--- config.mk ---
export PLATFORM = sky130hd
export DESIGN_NAME = nnbs_front
export DESIGN_NICKNAME = d
export VERILOG_FILES = /design/src/sv/nnbs_pkg.sv /design/src/sv/nnbs_fifo.sv /design/src/sv/nnbs_front.sv
export SDC_FILE = /design/constraint.sdc
export NUM_CORES = 1
export LEC_CHECK = 0
export ABC_AREA = 1
export CORE_UTILIZATION = 55
export DETAILED_ROUTE_END_ITERATION = 7
export DONT_BUFFER_PORTS = 1
export HOLD_SLACK_MARGIN = 0.05
export PLACE_DENSITY = 0.68
export SLEW_MARGIN = 30
export SYNTH_ARGS = -nofsm -noshare
export SYNTH_HDL_FRONTEND = slang
export SYNTH_SLANG_ARGS = --single-unit
export TNS_END_PERCENT = 10
--- constraint.sdc ---
create_clock -name i_clk -period 14.3 [get_ports i_clk]
set_input_delay 2.86 -clock i_clk [delete_from_list [all_inputs] [get_ports i_clk]]
set_output_delay 2.86 -clock i_clk [all_outputs]
set_load 0.01 [all_outputs]
--- src/sv/nnbs_pkg.sv ---
// types and constants shared by the nearest-neighbor bmp scaler
// no dependencies
`default_nettype none

package nnbs_pkg;

    localparam int DIM_W   = 15;
    localparam int IDX_W   = 14;
    localparam int ORG_W   = 16;
    localparam int SCR_W   = 17;
    localparam int OFS_W   = 30;
    localparam int STR_W   = 18;
    localparam int NUM_W   = IDX_W + DIM_W;
    localparam int REM_W   = 30;
    localparam int QUO_W   = DIM_W;
    localparam int PRD_W   = DIM_W + STR_W;
    localparam int OQ_DEPTH = 32;
    localparam int MQ_DEPTH = 4;

    typedef enum logic [2:0] {
        REG_SRC_W     = 3'd0,
        REG_SRC_H     = 3'd1,
        REG_FOUR_BPP  = 3'd2,
        REG_TOP_FIRST = 3'd3,
        REG_TGT_W     = 3'd4,
        REG_TGT_H     = 3'd5,
        REG_ORG_X     = 3'd6,
        REG_ORG_Y     = 3'd7
    } t_reg_idx;

    typedef struct packed {
        logic [DIM_W-1:0] w;
        logic [DIM_W-1:0] h;
        logic [DIM_W-1:0] tw;
        logic [DIM_W-1:0] th;
        logic             four_bpp;
        logic             top_first;
        logic             scaled;
        logic [STR_W-1:0] stride;
        logic [ORG_W-1:0] org_x;
        logic [ORG_W-1:0] org_y;
    } t_cfg;

    typedef struct packed {
        logic [IDX_W-1:0] row;
        logic [IDX_W-1:0] col;
        logic [NUM_W-1:0] num_y;
        logic [NUM_W-1:0] num_x;
        logic             clamp_y;
        logic             clamp_x;
        logic             bad;
        logic             alpha;
        logic [SCR_W-1:0] scr_x;
        logic [SCR_W-1:0] scr_y;
    } t_work;

    typedef struct packed {
        logic [OFS_W-1:0] offset;
        logic [SCR_W-1:0] scr_x;
        logic [SCR_W-1:0] scr_y;
        logic             alpha;
        logic             bad;
    } t_result;

endpackage

`default_nettype wire

--- src/sv/nnbs_fifo.sv ---
// small flop-based word queue with count
// depends on nothing
`default_nettype none

module nnbs_fifo #(
    parameter int WIDTH = 8,
    parameter int DEPTH = 4
) (
    input  wire logic             i_clk,
    input  wire logic             i_rst_n,
    input  wire logic             i_push,
    input  wire logic [WIDTH-1:0] i_data,
    input  wire logic             i_pop,
    output logic      [WIDTH-1:0] o_data,
    output logic                  o_full,
    output logic                  o_empty
);

    localparam int AW = (DEPTH > 1) ? $clog2(DEPTH) : 1;
    localparam int CW = $clog2(DEPTH + 1);

    logic [WIDTH-1:0] r_mem [DEPTH];
    logic [AW-1:0]    r_wr, n_wr, r_rd, n_rd;
    logic [CW-1:0]    r_cnt, n_cnt;
    logic             w_push, w_pop;

    assign o_full  = (r_cnt == CW'(DEPTH));
    assign o_empty = (r_cnt == '0);
    assign o_data  = r_mem[r_rd];
    assign w_push  = i_push && !o_full;
    assign w_pop   = i_pop && !o_empty;

    always_comb begin
        n_wr  = r_wr;
        n_rd  = r_rd;
        n_cnt = r_cnt;
        if (w_push) begin
            n_wr = (r_wr == AW'(DEPTH - 1)) ? '0 : r_wr + 1'b1;
        end
        if (w_pop) begin
            n_rd = (r_rd == AW'(DEPTH - 1)) ? '0 : r_rd + 1'b1;
        end
        if (w_push && !w_pop) begin
            n_cnt = r_cnt + 1'b1;
        end else if (w_pop && !w_push) begin
            n_cnt = r_cnt - 1'b1;
        end
    end

    always_ff @(posedge i_clk) begin
        if (!i_rst_n) begin
            r_wr  <= '0;
            r_rd  <= '0;
            r_cnt <= '0;
        end else begin
            r_wr  <= n_wr;
            r_rd  <= n_rd;
            r_cnt <= n_cnt;
        end
    end

    always_ff @(posedge i_clk) begin
        if (w_push) begin
            r_mem[r_wr] <= i_data;
        end
    end

    a_no_overflow: assert property (@(posedge i_clk) disable iff (!i_rst_n)
        r_cnt <= CW'(DEPTH))
        else $error("queue count past depth");

endmodule

`default_nettype wire

--- src/sv/nnbs_front.sv ---
// front end: accepts coordinates, classifies mode and range, forms dividends
// depends on nnbs_pkg, nnbs_fifo
`default_nettype none

module nnbs_front import nnbs_pkg::*; (
    input  wire logic             i_clk,
    input  wire logic             i_rst_n,
    input  wire t_cfg             i_cfg,
    input  wire logic             i_push,
    input  wire logic [IDX_W-1:0] i_row,
    input  wire logic [IDX_W-1:0] i_col,
    output logic                  o_full,
    input  wire logic             i_take,
    output t_work                 o_work,
    output logic                  o_empty
);

    logic  r_v, n_v;
    t_work r_item, n_item;
    logic  w_q_full, w_accept, w_move;

    assign o_full   = r_v && w_q_full;
    assign w_accept = i_push && !o_full;
    assign w_move   = r_v && !w_q_full;
    assign n_v      = w_accept || (r_v && !w_move);

    always_comb begin
        n_item         = r_item;
        n_item.row     = i_row;
        n_item.col     = i_col;
        n_item.num_y   = NUM_W'(i_row) * NUM_W'(i_cfg.h);
        n_item.num_x   = NUM_W'(i_col) * NUM_W'(i_cfg.w);
        n_item.clamp_y = DIM_W'(i_row) >= i_cfg.th;
        n_item.clamp_x = DIM_W'(i_col) >= i_cfg.tw;
        n_item.bad     = !i_cfg.scaled &&
                         ((DIM_W'(i_row) >= i_cfg.h) || (DIM_W'(i_col) >= i_cfg.w));
        n_item.alpha   = i_cfg.four_bpp;
        n_item.scr_x   = {i_cfg.org_x[ORG_W-1], i_cfg.org_x} + SCR_W'(i_col);
        n_item.scr_y   = {i_cfg.org_y[ORG_W-1], i_cfg.org_y} + SCR_W'(i_row);
    end

    always_ff @(posedge i_clk) begin
        if (!i_rst_n) begin
            r_v <= 1'b0;
        end else begin
            r_v <= n_v;
        end
    end

    always_ff @(posedge i_clk) begin
        if (w_accept) begin
            r_item <= n_item;
        end
    end

    logic [$bits(t_work)-1:0] w_q_out;

    nnbs_fifo #(
        .WIDTH ($bits(t_work)),
        .DEPTH (MQ_DEPTH)
    ) u_mid_q (
        .i_clk   (i_clk),
        .i_rst_n (i_rst_n),
        .i_push  (w_move),
        .i_data  (r_item),
        .i_pop   (i_take),
        .o_data  (w_q_out),
        .o_full  (w_q_full),
        .o_empty (o_empty)
    );

    assign o_work = t_work'(w_q_out);

    a_stall_holds: assert property (@(posedge i_clk) disable iff (!i_rst_n)
        (r_v && w_q_full) |=> r_v)
        else $error("front word lost while stalled");

endmodule

`default_nettype wire

# --- After elaboration in Yosys (flattened, before gate mapping) ---
# Memory sizes are Yosys's and may differ from the RTL's. A register that Yosys moved wholly into a read port is not among the register bits.
# Cells that the tools add are included.
# W data, S select, Z words.
word_totals:
  ram_bits: 496
  inputBits: 145
  n_memories: 1
  output_inout_bits: 126
  reg_bits: 132
classes:
  n_eq_ne: 3
  reduce_logical: 20
  mul: 2
  muxes: 8
  order_cmp: 4
  n_addsub: 6
memory_table:
  columns: ["memory", "depth", "word_bits", "rd", "rd_clocked_by_memory_dff", "wr", "line", "source"]
  rows:
  - ["u_mid_q.r_mem", 4, 124, 1, 1, 1, "nnbs_fifo.sv:22", "logic [WIDTH-1:0] r_mem [DEPTH];"]
ops:
  columns: ["cell", "n"]
  rows:
  - ["$ge A14 B15 Y1", 4]
  - ["$mul A14 B15 Y29", 2]
  - ["$add A16 B15 Y17", 2]
  - ["$logic_and A1 B1 Y1", 9]
  - ["$mux W2", 4]
  - ["$logic_not A1 Y1", 7]
  - ["$mux W3", 2]
  - ["$add A2 B1 Y2 const B", 2]
  - ["$eq A2 B2 Y1 const B", 2]
  - ["$add A3 B1 Y3 const B", 1]
  - ["$eq A3 B3 Y1 const B", 1]
  - ["$logic_not A3 Y1", 1]
  - ["$sub A3 B1 Y3 const B", 1]
  - ["$logic_or A1 B1 Y1", 2]
  - ["$mux W1", 2]
  - ["$reduce_bool A2 Y1", 1]

# --- Longest topological paths before layout ---
# Gate-level depths: netlist of run 1.
depth:
  depth_word: 8
  mapped_depth: 26
  ltp_nobuf: 25

# --- Modules after synthesis ---
# From an unflattened synthesis of run 1, not the netlist that was laid out.
unflattened:
  cells_unflattened: 4197
  area_unflattened_um2: 41662.5
by_module_without_submodules:
  columns: ["module", "cells_per_inst", "instances", "seq_area_each_um2", "area_per_inst_um2"]
  rows:
  - ["nnbs_front", 2927, 1, 3743.6, 22764.3]
  - ["nnbs_fifo", 1270, 1, 15074.5, 18898.1]

# --- Worst setup path after synthesis of run 1 ---
# No wires, ideal clock.
synth_timing:
  path_type: "input port to flip-flop"
  from: "input i_row[5]"
  to: "register r_item[82] (netlist name), data pin"
  setup_time_ps: 258
  arrival_time_ps: 7343
  slack_ps: 6699
  path_stages: 20
  cell_sequence: "clkbuf_1 -> nand2_1 -> fa_1 -> inv_1 -> fa_1 -> inv_1 -> fa_1 -> inv_1 -> fa_1 -> fa_1 -> inv_1 -> fa_1 -> inv_1 -> ha_1 -> nand2_1 -> nor2_1 -> nand2_1 -> a21oi_1 -> nor2_1 -> xnor2_1"
synth_lines:
  columns: ["element", "line", "source"]
  rows:
  - ["start, declared", "nnbs_front.sv:10", "input wire logic [IDX_W-1:0] i_row,"]
  - ["end signal, assigned", "nnbs_front.sv:52", "r_item <= n_item;"]
  - ["end, declared", "nnbs_front.sv:19", "t_work r_item, n_item;"]

==> results by group, run 1 <==
Die
  – Die Wd: about 280 um
  – Initial Util: 55.5%
  – Die Span Y: 276 um
  – # IOs: 271
  – Core box area: ~74000 um^2
  – Die ar.: 76200 um^2
  – # rows: 100

Clock tree
  – CTS tree: yes
  – Clock transition at the registers of the reported paths: about 0.07 ns
  – Total CTS buffers: 66
  – CTS root buffer: clkbuf_16
  – Post-CTS Setup Bufs: 0
  – Clock sink count: 630
  – Clk_lat worst skew: between 0.6 and 0.7 ns
  – H-tree Lvls: 3
  – Post-cts hold buffer count: 0
  – Post-CTS resize count: 0
  – Max clock buf depth: 3

Routing
  – Per-cell routed wire length: between 15 and 20 um
  – Initial DRC Count: about 2k
  – DRC viols: 0
  – First-pass DRT Iterations: 5
  – Post-DRT Antenna Nets: 0
  – Post-DR vias/cell: around 5.4
  – Post-Route WL: ~95000 um
  – Vias: between 20k and 30k

GRT
  – First-pass GRT wire length: 152000 um
  – Initial antenna violation count: 3
  – Congestion Overflow GR: 0
  – Vias in the first global route: about 28k
  – Largest net degree at the start of global routing: 97
  – GRT Total Usage: between 20 and 30%

Critical path
  – R2r setup slk: 11.47 ns
  – Worst Path Required: around 15 ns
  – Crit Path Max Fanout: 19
  – Crit path kind: input pin to flop
  – Reg2Reg Depth: 5
  – FF-to-FF End: u_mid_q.r_mem[0][4]$_DFFE_PP_
  – Crit start category: input pin
  – Crit path DAT: approximately 7.7 ns
  – RR Startpoint: u_mid_q.r_cnt[0]$_SDFFE_PN0P_
  – CP Capture Type: flop

Yosys
  – Synth cell count leaders: nand2_1 (886), inv_1 (841), edfxtp_1 (620)
  – Syn nets: roughly 5k
  – Cells after Synth: around 4.2k
  – Post-synth top area share: ~45%
  – Sequential share of the synthesized area: 45.5%
  – Async set or reset register ratio after synthesis: 0%
  – Mapped Area: ~41000 um^2
  – Post-synth top flop: edfxtp_1
  – Dominant cell type by area after synthesis: edfxtp_1
  – Top-count cell post-synth: nand2_1
  – Synth warnings: 0
  – Count of cell types in the netlist: 38
  – Synth Register Bits: 630
  – EDFF count, synth: 620
  – Top post-synthesis cells by area: edfxtp_1 (45%), fa_1 (15%), ha_1 (9.2%)
  – Syn avg cell area: between 9 and 10 um^2

STA
  – Max Transition Viols Final: 0
  – Min Tclk post-route: 7.37 ns
  – Final period util: about half
  – Unrepaired setup endpoints after global routing: false
  – Worst relative slew slack: a little over a third
  – Slew @ Worst Pin: roughly 0.97 ns
  – Setup TNS: 0 ns
  – Final Skew: 0.0248 ns
  – Hold Fails Final Rpt: 0
  – Final setup viols: 0
  – Fmax: between 100 and 150 MHz

Run status
  – Run status: finished clean

Worst hold path
  – Worst hold stages: 0
  – Min-Delay Path Class: flop to flop
  – HP Start: r_item[111]$_DFFE_PP_
  – Hold Path End: u_mid_q.r_mem[0][111]$_DFFE_PP_

Place
  – DP Cell Count: about 5.0k
  – IO Port Bufs: 0
  – Global placer's final weighted congestion: 0.951
  – Placed inst area: about 42000 um^2
  – Dpl hpwl: ~66000 um

Cells and area
  – Filler cells: roughly 6.2k
  – Area growth syn-to-layout: 7.45%
  – Finished layout cell area: roughly 44000 um^2
  – Nets: about 5k
  – Share of cells above drive strength 1: roughly 3.2%
  – Non-filler cells, final: 5158

Power and ir drop
  – Power Dens Cells: ~230 nW/um^2
  – LEAKAGE: 20.7 nW
  – Maximum vdd ir drop: ~230 uV

Flow run
  – Max_cap viols: 0
## state kept, by name, summed over array words and instances (netlist names), named ones only
name,flops
u_mid_q.r_cnt,3
r_item,124
u_mid_q.r_rd,2
u_mid_q.r_mem,496
r_v,1
u_mid_q.r_wr,2
## area by class of cell
class,instances,area (um^2),share of cell area [%]
multi-input combinational,2576,18800,42.2
clock buffer,82,1730,3.90
tap,969,1210,2.73
inverter,843,3180,7.15
antenna,4,10.0,0.0225
clock inverter,36,531,1.19
sequential,630,18800,42.4
timing repair buffer,18,159,0.358
## routing by layer
layer	routed length [um]	track usage, %	vias up
met1	41500	34.2	13491
li1	-	-	13312
met5	102	0.813	-
met2	43800	41.2	760
met3	7090	5.94	140
met4	2770	8.14	4
## how the worst max path moves through the flow
stage,slack [ns],endpoint,depth (start not counted),startpoint
after global routing,6.71,r_item[65]$_DFFE_PP_,22,i_col[2]
after CTS,6.97,r_item[65]$_DFFE_PP_,22,i_col[2]
final,6.93,r_item[52]$_DFFE_PP_,21,i_col[2]
after detailed placement,6.36,r_item[65]$_DFFE_PP_,22,i_col[2]
after floorplan,6.70,r_item[82]$_DFFE_PP_,20,i_row[5]
after global placement,6.42,r_item[65]$_DFFE_PP_,22,i_col[2]
## worst max-delay path: stages
cell and delay, ns:
nand2_1 0.06, inv_1 0.05, fa_1 0.53, inv_1 0.05, fa_1 0.48, inv_1 0.05
fa_1 0.50, inv_1 0.06, fa_1 0.54, inv_1 0.05, fa_1 0.47, inv_1 0.05
fa_1 0.48, inv_1 0.05, ha_1 0.37, nand2_1 0.12, nor2_1 0.20, nand3_1 0.15
nand2_1 0.16, a21oi_1 0.10, xnor2_1 0.36
## cell families after synthesis
kind of cell / Yosys count / synth area share [%]
and+or+nand+nor: 1416 / 13.6
DFF: 630 / 45.5
xor gates and xnor gates: 47 / 0.996
buffers and inverters: 982 / 9.14
adders and majority gates: 613 / 24.2
AOI/OAI and AO/OA: 500 / 6.56
## report_power, final
part / switching [mW] / internal (mW)
Clock: 0.716 / 1.06
Combinational: 3.73 / 1.82
Sequential: 0.135 / 2.55
Total: 4.58 / 5.43
## through the flow
stage	hold slack, ns	power (mW)	worst slack, ns	utilization, %
after floorplan	0.459	6.68	6.70	-
after global placement	0.471	8.17	6.42	56.6
after detailed placement	0.480	8.20	6.36	56.6
after CTS	0.473	10.0	6.97	59.6
after global routing	0.487	10.9	6.71	59.6
final	0.480	10.0	6.93	59.7
## cell usage in the layout (no fill, tap or decap), types with 11 or more instances in the layout
| cell type | n |
|---|---|
| inv_1 | 840 |
| o22ai_1 | 126 |
| clkbuf_16 | 67 |
| edfxtp_1 | 620 |
| nor3_1 | 16 |
| and2_1 | 11 |
| xnor2_1 | 15 |
| nor2_1 | 362 |
| clkbuf_1 | 15 |
| o21ai_1 | 22 |
| fa_1 | 309 |
| nand2_1 | 886 |
| a21oi_1 | 86 |
| nand3_1 | 84 |
| o21ai_0 | 247 |
| buf_4 | 16 |
| xor2_1 | 32 |
| ha_1 | 304 |
| nand4_1 | 32 |
(Power assumes the default switching activity.)
==> run 2, diff against run 1 <==
--- a/config.mk
+++ b/config.mk
@@ -10,7 +10,7 @@
 export DETAILED_ROUTE_END_ITERATION = 7
 export DONT_BUFFER_PORTS = 1
 export HOLD_SLACK_MARGIN = 0.05
-export PLACE_DENSITY = 0.68
+export PLACE_DENSITY = 0.71
 export SLEW_MARGIN = 30
 export SYNTH_ARGS = -nofsm -noshare
 export SYNTH_HDL_FRONTEND = slang
==> constraint.sdc (replaced) <==
create_clock -name i_clk -period 5.9 [get_ports i_clk]
set_input_delay 1.18 -clock i_clk [delete_from_list [all_inputs] [get_ports i_clk]]
set_output_delay 1.18 -clock i_clk [all_outputs]
set_load 0.01 [all_outputs]
==> run 2 against run 1 <==
Against the previous run:
- utilization grew 0.19 points
- design area grew 0.32%
- count of clock-buffer cells in the layout shrank 2
- die area is the same
- first-iteration DRC count shrank 1.6%
- sequential power grew 140%
- clock skew shrank 0.0025 ns
==> results by group, run 2 (synthesized netlist as in run 1, its figures left out) <==
STA
  – Final hold slack: 0.477 ns (was 0.480 ns)
  – Final period util: approximately 93%
  – Min Tclk post-route: ~5.5 ns
  – Unrepaired setup endpoints after global routing: false (unchanged)
  – Max Transition Viols Final: 0 (unchanged)
  – Worst relative slew slack: 37.6% (was 35.5%)
  – Hold Fails Final Rpt: 0 (unchanged)
  – Fmax: between 150 and 200 MHz
  – Final setup viols: 0 (unchanged)
  – Final Skew: 0.0223 ns (was 0.0248 ns)
  – Setup TNS: 0 ns (unchanged)
  – Slew @ Worst Pin: 0.937 ns (was 0.967 ns)
  – Final worst slack: 0.411 ns (was 6.93 ns)

Clock tree
  – CTS tree: yes (unchanged)
  – Post-cts hold buffer count: 0 (unchanged)
  – H-tree Lvls: 3 (unchanged)
  – Total CTS buffers: 67 (was 66)
  – Post-CTS Setup Bufs: 0 (unchanged)
  – Clock transition at the registers of the reported paths: 0.06 ns (was 0.07 ns)
  – CTS root buffer: clkbuf_16 (unchanged)
  – Post-CTS resize count: 0 (unchanged)
  – Clock sink count: 630 (unchanged)
  – Clk_lat worst skew: 0.60 ns (was 0.62 ns)
  – Max clock buf depth: 3 (unchanged)

Critical path
  – Slowest-stage cell, CP: fa_1 (unchanged)
  – Crit Path Max Fanout: 15 (was 19)
  – Most used cell, CP: inv_1 (unchanged)
  – CP Capture Type: flop (unchanged)
  – Crit-path cells: ha_1 > inv_1 > fa_1 > inv_1 > fa_1 > inv_1 > fa_1 > inv_1 > fa_1 > fa_1 > inv_1 > fa_1 > inv_1 > ha_1 > nand2_1 > inv_1 > nand2_1 > buf_4 > nor3_1 > nand2_1 > nand4_1 > nand2_1 (was nand2_1 > inv_1 > fa_1 > inv_1 > fa_1 > inv_1 > fa_1 > inv_1 > fa_1 > inv_1 > fa_1 > inv_1 > fa_1 > inv_1 > ha_1 > nand2_1 > nor2_1 > nand3_1 > nand2_1 > a21oi_1 > xnor2_1)
  – Family with the most delay on the worst path: adder cells (unchanged)
  – CP Buf/Inv Count: 8 (was 7)
  – Worst Path Required: 6.25 ns (was 14.66 ns)
  – Crit path DAT: 5.84 ns (was 7.73 ns)
  – Crit path kind: input pin to flop (unchanged)
  – Crit start category: input pin (unchanged)
  – Slowest stage delay, CP: 0.54 ns (about the same)

Worst hold path
  – Min-Delay Path Class: flop to flop (unchanged)

Cells and area
  – Max FFs per register: 496 (unchanged)
  – Multi-input logic area: 18800 um^2 (about the same)
  – Largest regs: u_mid_q.r_mem (496), r_item (124), u_mid_q.r_cnt (3) (unchanged)
  – Area growth syn-to-layout: 7.79% (was 7.45%)
  – Commonest non-fill, non-tap cell in the layout: nand2_1 (unchanged)
  – Most frequent cells in the layout: nand2_1 (886), inv_1 (840), edfxtp_1 (620) (unchanged)
  – Finished layout cell area: 44500 um^2 (was 44400 um^2)
  – Largest register by flop count: u_mid_q.r_mem (unchanged)
  – Non-filler cells, final: 5187 (was 5158)
  – Filler cells: 6083 (was 6156)
  – Nets: 4924 (was 4893)
  – Share of cells above drive strength 1: 3.82% (was 3.18%)
  – Sequential standard cell area: 18800 um^2 (unchanged)

GRT
  – Congestion Overflow GR: 0 (unchanged)
  – First-pass GRT wire length: 153000 um (was 152000 um)
  – Initial antenna violation count: 6 (was 3)
  – GRT Total Usage: 25.8% (was 25.5%)
  – Vias in the first global route: 28.1k (was 27.9k)
  – Largest net degree at the start of global routing: 149 (was 97)

Power and ir drop
  – Logic pwr share: 57.2% (was 55.4%)
  – Sw frac: 44.9% (was 45.7%)
  – Sequential power share: 26.5% (was 26.8%)
  – P_int: 13.7 mW (was 5.43 mW)
  – Power Dens Cells: 556 nW/um^2 (was 225 nW/um^2)
  – Sw power: 11.1 mW (was 4.58 mW)
  – Clk network pwr share: 16.3% (was 17.7%)
  – Maximum vdd ir drop: 569 uV (was 229 uV)
  – LEAKAGE: 20.8 nW (was 20.7 nW)

Place
  – Setup WS pre-CTS: -0.180 ns (was 6.36 ns)
  – DP Cell Count: 5066 (was 5035)
  – Placed inst area: 42400 um^2 (was 42100 um^2)
  – IO Port Bufs: 0 (unchanged)
  – Dpl hpwl: 65100 um (was 65500 um)
  – Global placer's final weighted congestion: 0.934 (was 0.951)

Routing
  – Initial DRC Count: 1934 (was 1966)
  – Post-DRT Antenna Nets: 0 (unchanged)
  – Post-Route WL: 96400 um (was 95200 um)
  – First-pass DRT Iterations: 7 (was 5)
  – DRC viols: 0 (unchanged)
  – Per-cell routed wire length: 18.6 um (was 18.5 um)
  – Post-DR vias/cell: 5.42 (was 5.37)
  – Vias: 28.1k (was 27.7k)

Die
  – Initial Util: 55.5% (unchanged)
  – Die ar.: 76200 um^2 (unchanged)
  – Core box area: 74400 um^2 (unchanged)
  – Die Wd: 276 um (unchanged)
  – # IOs: 271 (unchanged)
  – Die Span Y: 276 um (unchanged)
  – # rows: 100 (unchanged)

Run status
  – Run status: finished clean (unchanged)

Flow run
  – Max_cap viols: 0 (unchanged)
[run 2: changes by cell type in the layout (fill, tap and decap cells not counted), sizes merged]
cell,before,now
buf,18,48
clkinv,18,28
bufinv,10,5
clkinvlp,2,1
clkbuf,82,80
inv,849,846
[run 2: through the flow]
stage	utilization (%)	total power, mW
after floorplan	-	16.2
after global placement	57.0	20.5
after detailed placement	57.0	20.6
after CTS	59.8	24.8
after global routing	59.8	27.0
final	59.8	24.8
[run 2: power by group through the flow]
| stage | Clock [mW] | Combinational, mW | Sequential (mW) |
|---|---|---|---|
| detailed placement | 0 | 14.0 | 6.65 |
| floorplan | 0 | 9.70 | 6.50 |
| global placement | 0 | 13.9 | 6.63 |
| global route | 4.28 | 16.1 | 6.62 |
| CTS | 4.11 | 14.1 | 6.56 |
| finish | 4.04 | 14.2 | 6.57 |
[run 2: cell type report]
type                            count  area share (%)
Sequential cell                   630            42.3
Multi-Input combinational cell   2576            42.1
Inverter                          843            7.14
Clock buffer                       80            3.87
Tap cell                          969            2.72
Timing Repair Buffer               48           0.949
Clock inverter                     37           0.913
Antenna cell                        4          0.0225
[run 2: final timing paths]
path | from | slack, ns | cells after the start | to
worst max-delay path | i_cfg[89] | 0.41 | 22 | r_item[95]$_DFFE_PP_
worst min-delay path | r_item[111]$_DFFE_PP_ | 0.48 | 0 | u_mid_q.r_mem[1][111]$_DFFE_PP_
worst max register to register | u_mid_q.r_cnt[1]$_SDFFE_PN0P_ | 3.51 | 5 | u_mid_q.r_mem[3][89]$_DFFE_PP_
worst min register to register | r_item[111]$_DFFE_PP_ | 0.48 | 0 | u_mid_q.r_mem[1][111]$_DFFE_PP_
[run 2: worst register-to-register path, cell delays in order (launching register included)]
cell	delay (ns)
dfxtp_1	0.35
inv_1	0.09
nand3_1	0.09
nand2_1	0.29
nor2_4	0.53
buf_4	0.61
[run 2: per-layer routing]
layer / vias up / GRT usage [%] / share of wire (%)
met5: - / 0 / 0.044
li1: 13360 / - / -
met2: 861 / 42.2 / 47
met1: 13756 / 35.0 / 44
met4: 6 / 6.27 / 1.9
met3: 152 / 5.73 / 7.6
==> run 3, diff against run 2 <==
--- a/config.mk
+++ b/config.mk
@@ -6,11 +6,14 @@
 export NUM_CORES = 1
 export LEC_CHECK = 0
 export ABC_AREA = 1
-export CORE_UTILIZATION = 55
+export CELL_PAD_IN_SITES_DETAIL_PLACEMENT = 1
+export CELL_PAD_IN_SITES_GLOBAL_PLACEMENT = 1
+export CORE_MARGIN = 8
+export CORE_UTILIZATION = 46
 export DETAILED_ROUTE_END_ITERATION = 7
 export DONT_BUFFER_PORTS = 1
 export HOLD_SLACK_MARGIN = 0.05
-export PLACE_DENSITY = 0.71
+export PLACE_DENSITY = 0.75
 export SLEW_MARGIN = 30
 export SYNTH_ARGS = -nofsm -noshare
 export SYNTH_HDL_FRONTEND = slang
==> run 3 against run 2 <==
Against the previous run:
- fmax shrank 1.2%
- wire length grew 19%
- via count grew 2.9%
- register-to-register slack gained 0.03 ns
- hold slack gained 0.0061 ns
==> results by group, run 3 (synthesized netlist as in run 1, its figures left out) <==
Worst hold path
  – Min-Delay Path Class: flop to flop (unchanged)

Power and ir drop
  – Sw power: 11.7 mW (was 11.1 mW)
  – Sw frac: 45.5% (was 44.9%)
  – P_int: 14.0 mW (was 13.7 mW)
  – Maximum vdd ir drop: 501 uV (was 569 uV)
  – Logic pwr share: 57.8% (was 57.2%)
  – Clk network pwr share: 16.5% (was 16.3%)
  – LEAKAGE: 20.9 nW (was 20.8 nW)
  – Sequential power share: 25.7% (was 26.5%)
  – Power Dens Cells: 572 nW/um^2 (was 556 nW/um^2)

Cells and area
  – Multi-input logic area: 18800 um^2 (about the same)
  – Commonest non-fill, non-tap cell in the layout: nand2_1 (unchanged)
  – Max FFs per register: 496 (unchanged)
  – Filler cells: 10.0k (was 6083)
  – Largest register by flop count: u_mid_q.r_mem (unchanged)
  – Largest regs: u_mid_q.r_mem (496), r_item (124), u_mid_q.r_cnt (3) (unchanged)
  – Sequential standard cell area: 18800 um^2 (unchanged)
  – Share of cells above drive strength 1: 4.06% (was 3.82%)
  – Area growth syn-to-layout: 8.82% (was 7.79%)
  – Most frequent cells in the layout: nand2_1 (886), inv_1 (840), edfxtp_1 (620) (unchanged)
  – Nets: 4937 (was 4924)
  – Finished layout cell area: 45000 um^2 (was 44500 um^2)

STA
  – Unrepaired setup endpoints after global routing: false (unchanged)
  – Min Tclk post-route: 5.55 ns (was 5.49 ns)
  – Worst relative slew slack: 25.9% (was 37.6%)
  – Fmax: 180 MHz (was 182 MHz)
  – Slew @ Worst Pin: 1.11 ns (was 0.937 ns)
  – Final period util: 94.1% (was 93.0%)
  – Max Transition Viols Final: 0 (unchanged)
  – Hold Fails Final Rpt: 0 (unchanged)
  – Final Skew: 0.0363 ns (was 0.0223 ns)
  – Final setup viols: 0 (unchanged)
  – Final hold slack: 0.484 ns (was 0.477 ns)

Clock tree
  – CTS tree: yes (unchanged)
  – Clock sink count: 630 (unchanged)
  – Max clock buf depth: 3 (unchanged)
  – CTS root buffer: clkbuf_16 (unchanged)
  – Post-CTS Setup Bufs: 0 (unchanged)
  – Total CTS buffers: 69 (was 67)
  – Post-cts hold buffer count: 0 (unchanged)
  – H-tree Lvls: 3 (unchanged)
  – Clk_lat worst skew: 0.63 ns (was 0.60 ns)
  – Clock transition at the registers of the reported paths: 0.06 ns (about the same)
  – Post-CTS resize count: 0 (unchanged)

Routing
  – First-pass DRT Iterations: 5 (was 7)
  – Post-DRT Antenna Nets: 0 (unchanged)
  – Post-Route WL: 115000 um (was 96400 um)
  – Per-cell routed wire length: 21.2 um (was 18.6 um)
  – Vias: 29.0k (was 28.1k)
  – DRC viols: 0 (unchanged)
  – Initial DRC Count: 1798 (was 1934)
  – Post-DR vias/cell: 5.35 (was 5.42)

Flow run
  – Max_cap viols: 0 (unchanged)

Die
  – # IOs: 271 (unchanged)
  – Die Span Y: 316 um (was 276 um)
  – Die ar.: 99700 um^2 (was 76200 um^2)
  – Initial Util: 46.1% (was 55.5%)
  – Core box area: 89600 um^2 (was 74400 um^2)
  – Die Wd: 316 um (was 276 um)
  – # rows: 110 (was 100)

GRT
  – Vias in the first global route: 31.7k (was 28.1k)
  – Congestion Overflow GR: 0 (unchanged)
  – First-pass GRT wire length: 180000 um (was 153000 um)
  – Largest net degree at the start of global routing: 135 (was 149)
  – Initial antenna violation count: 7 (was 6)
  – GRT Total Usage: 23.3% (was 25.8%)

Critical path
  – Worst Path Required: 6.28 ns (was 6.25 ns)
  – Crit Path Max Fanout: 19 (was 15)
  – Crit path DAT: 5.93 ns (was 5.84 ns)
  – Crit start category: input pin (unchanged)
  – Crit path kind: input pin to flop (unchanged)
  – CP Capture Type: flop (unchanged)

Place
  – Dpl hpwl: 80100 um (was 65100 um)
  – Global placer's final weighted congestion: 0.844 (was 0.934)
  – IO Port Bufs: 0 (unchanged)
  – Placed inst area: 42800 um^2 (was 42400 um^2)

Run status
  – Run status: finished clean (unchanged)
run 3: worst max-delay path, cell delays in order:
cell     delay (ns)
nand2_1        0.06
inv_1          0.05
fa_1           0.53
inv_1          0.05
fa_1           0.47
inv_1          0.06
fa_1           0.50
inv_1          0.06
fa_1           0.53
inv_1          0.05
fa_1           0.47
inv_1          0.05
fa_1           0.47
inv_1          0.04
ha_1           0.34
nand2_1        0.12
nor2_1         0.21
nand3_1        0.16
nand2_1        0.16
a21oi_1        0.09
xnor2_1        0.13
buf_4          0.13
run 3: layer usage:
layer,global-route usage [%],share of wire [%]
met4,7.13,2.6
met1,30.2,44
met3,4.55,5.6
met2,39.7,48
met5,0,0.028
run 3: per-stage QoR:
stage	utilization (%)	power (mW)	TNS, ns	setup WS, ns	std cells
6_report	50.2	25.7	0	0.346	5415
5_1_grt	50.2	28.0	0	0.104	5415
4_1_cts	50.2	26.0	0	0.368	5410
3_5_place_dp	47.7	21.5	-4.61	-0.240	5284
3_3_place_gp	47.7	21.1	-3.46	-0.178	5284
2_1_floorplan	-	16.2	-260.49	-0.525	4188
run 3: area by class of cell:
| cell class | count | share of cell area (%) |
|---|---|---|
| Inverter | 843 | 7.07 |
| Clock buffer | 82 | 3.95 |
| Clock inverter | 44 | 0.957 |
| Tap cell | 1176 | 3.27 |
| Sequential cell | 630 | 41.9 |
| Timing Repair Buffer | 59 | 1.15 |
| Multi-Input combinational cell | 2576 | 41.7 |
| Antenna cell | 5 | 0.0278 |
run 3: worst paths after layout:
kind                                 startpoint                              end  slack [ns]  cells past startpoint
setup / recovery                       i_col[2]             r_item[52]$_DFFE_PP_        0.35                     22
hold / removal              r_item[4]$_DFFE_PP_    u_mid_q.r_mem[2][4]$_DFFE_PP_        0.48                      0
setup reg to reg  u_mid_q.r_cnt[0]$_SDFFE_PN0P_  u_mid_q.r_mem[1][101]$_DFFE_PP_        3.54                      5
hold reg to reg             r_item[4]$_DFFE_PP_    u_mid_q.r_mem[2][4]$_DFFE_PP_        0.48                      0
run 3: power groups by stage:
| stage | sequential (mW) | clock (mW) | combinational [mW] |
|---|---|---|---|
| final | 6.62 | 4.24 | 14.9 |
| after global routing | 6.67 | 4.48 | 16.9 |
| after CTS | 6.62 | 4.34 | 15.0 |
| after detailed placement | 6.70 | 0 | 14.8 |
| after global placement | 6.65 | 0 | 14.5 |
| after floorplan | 6.50 | 0 | 9.70 |
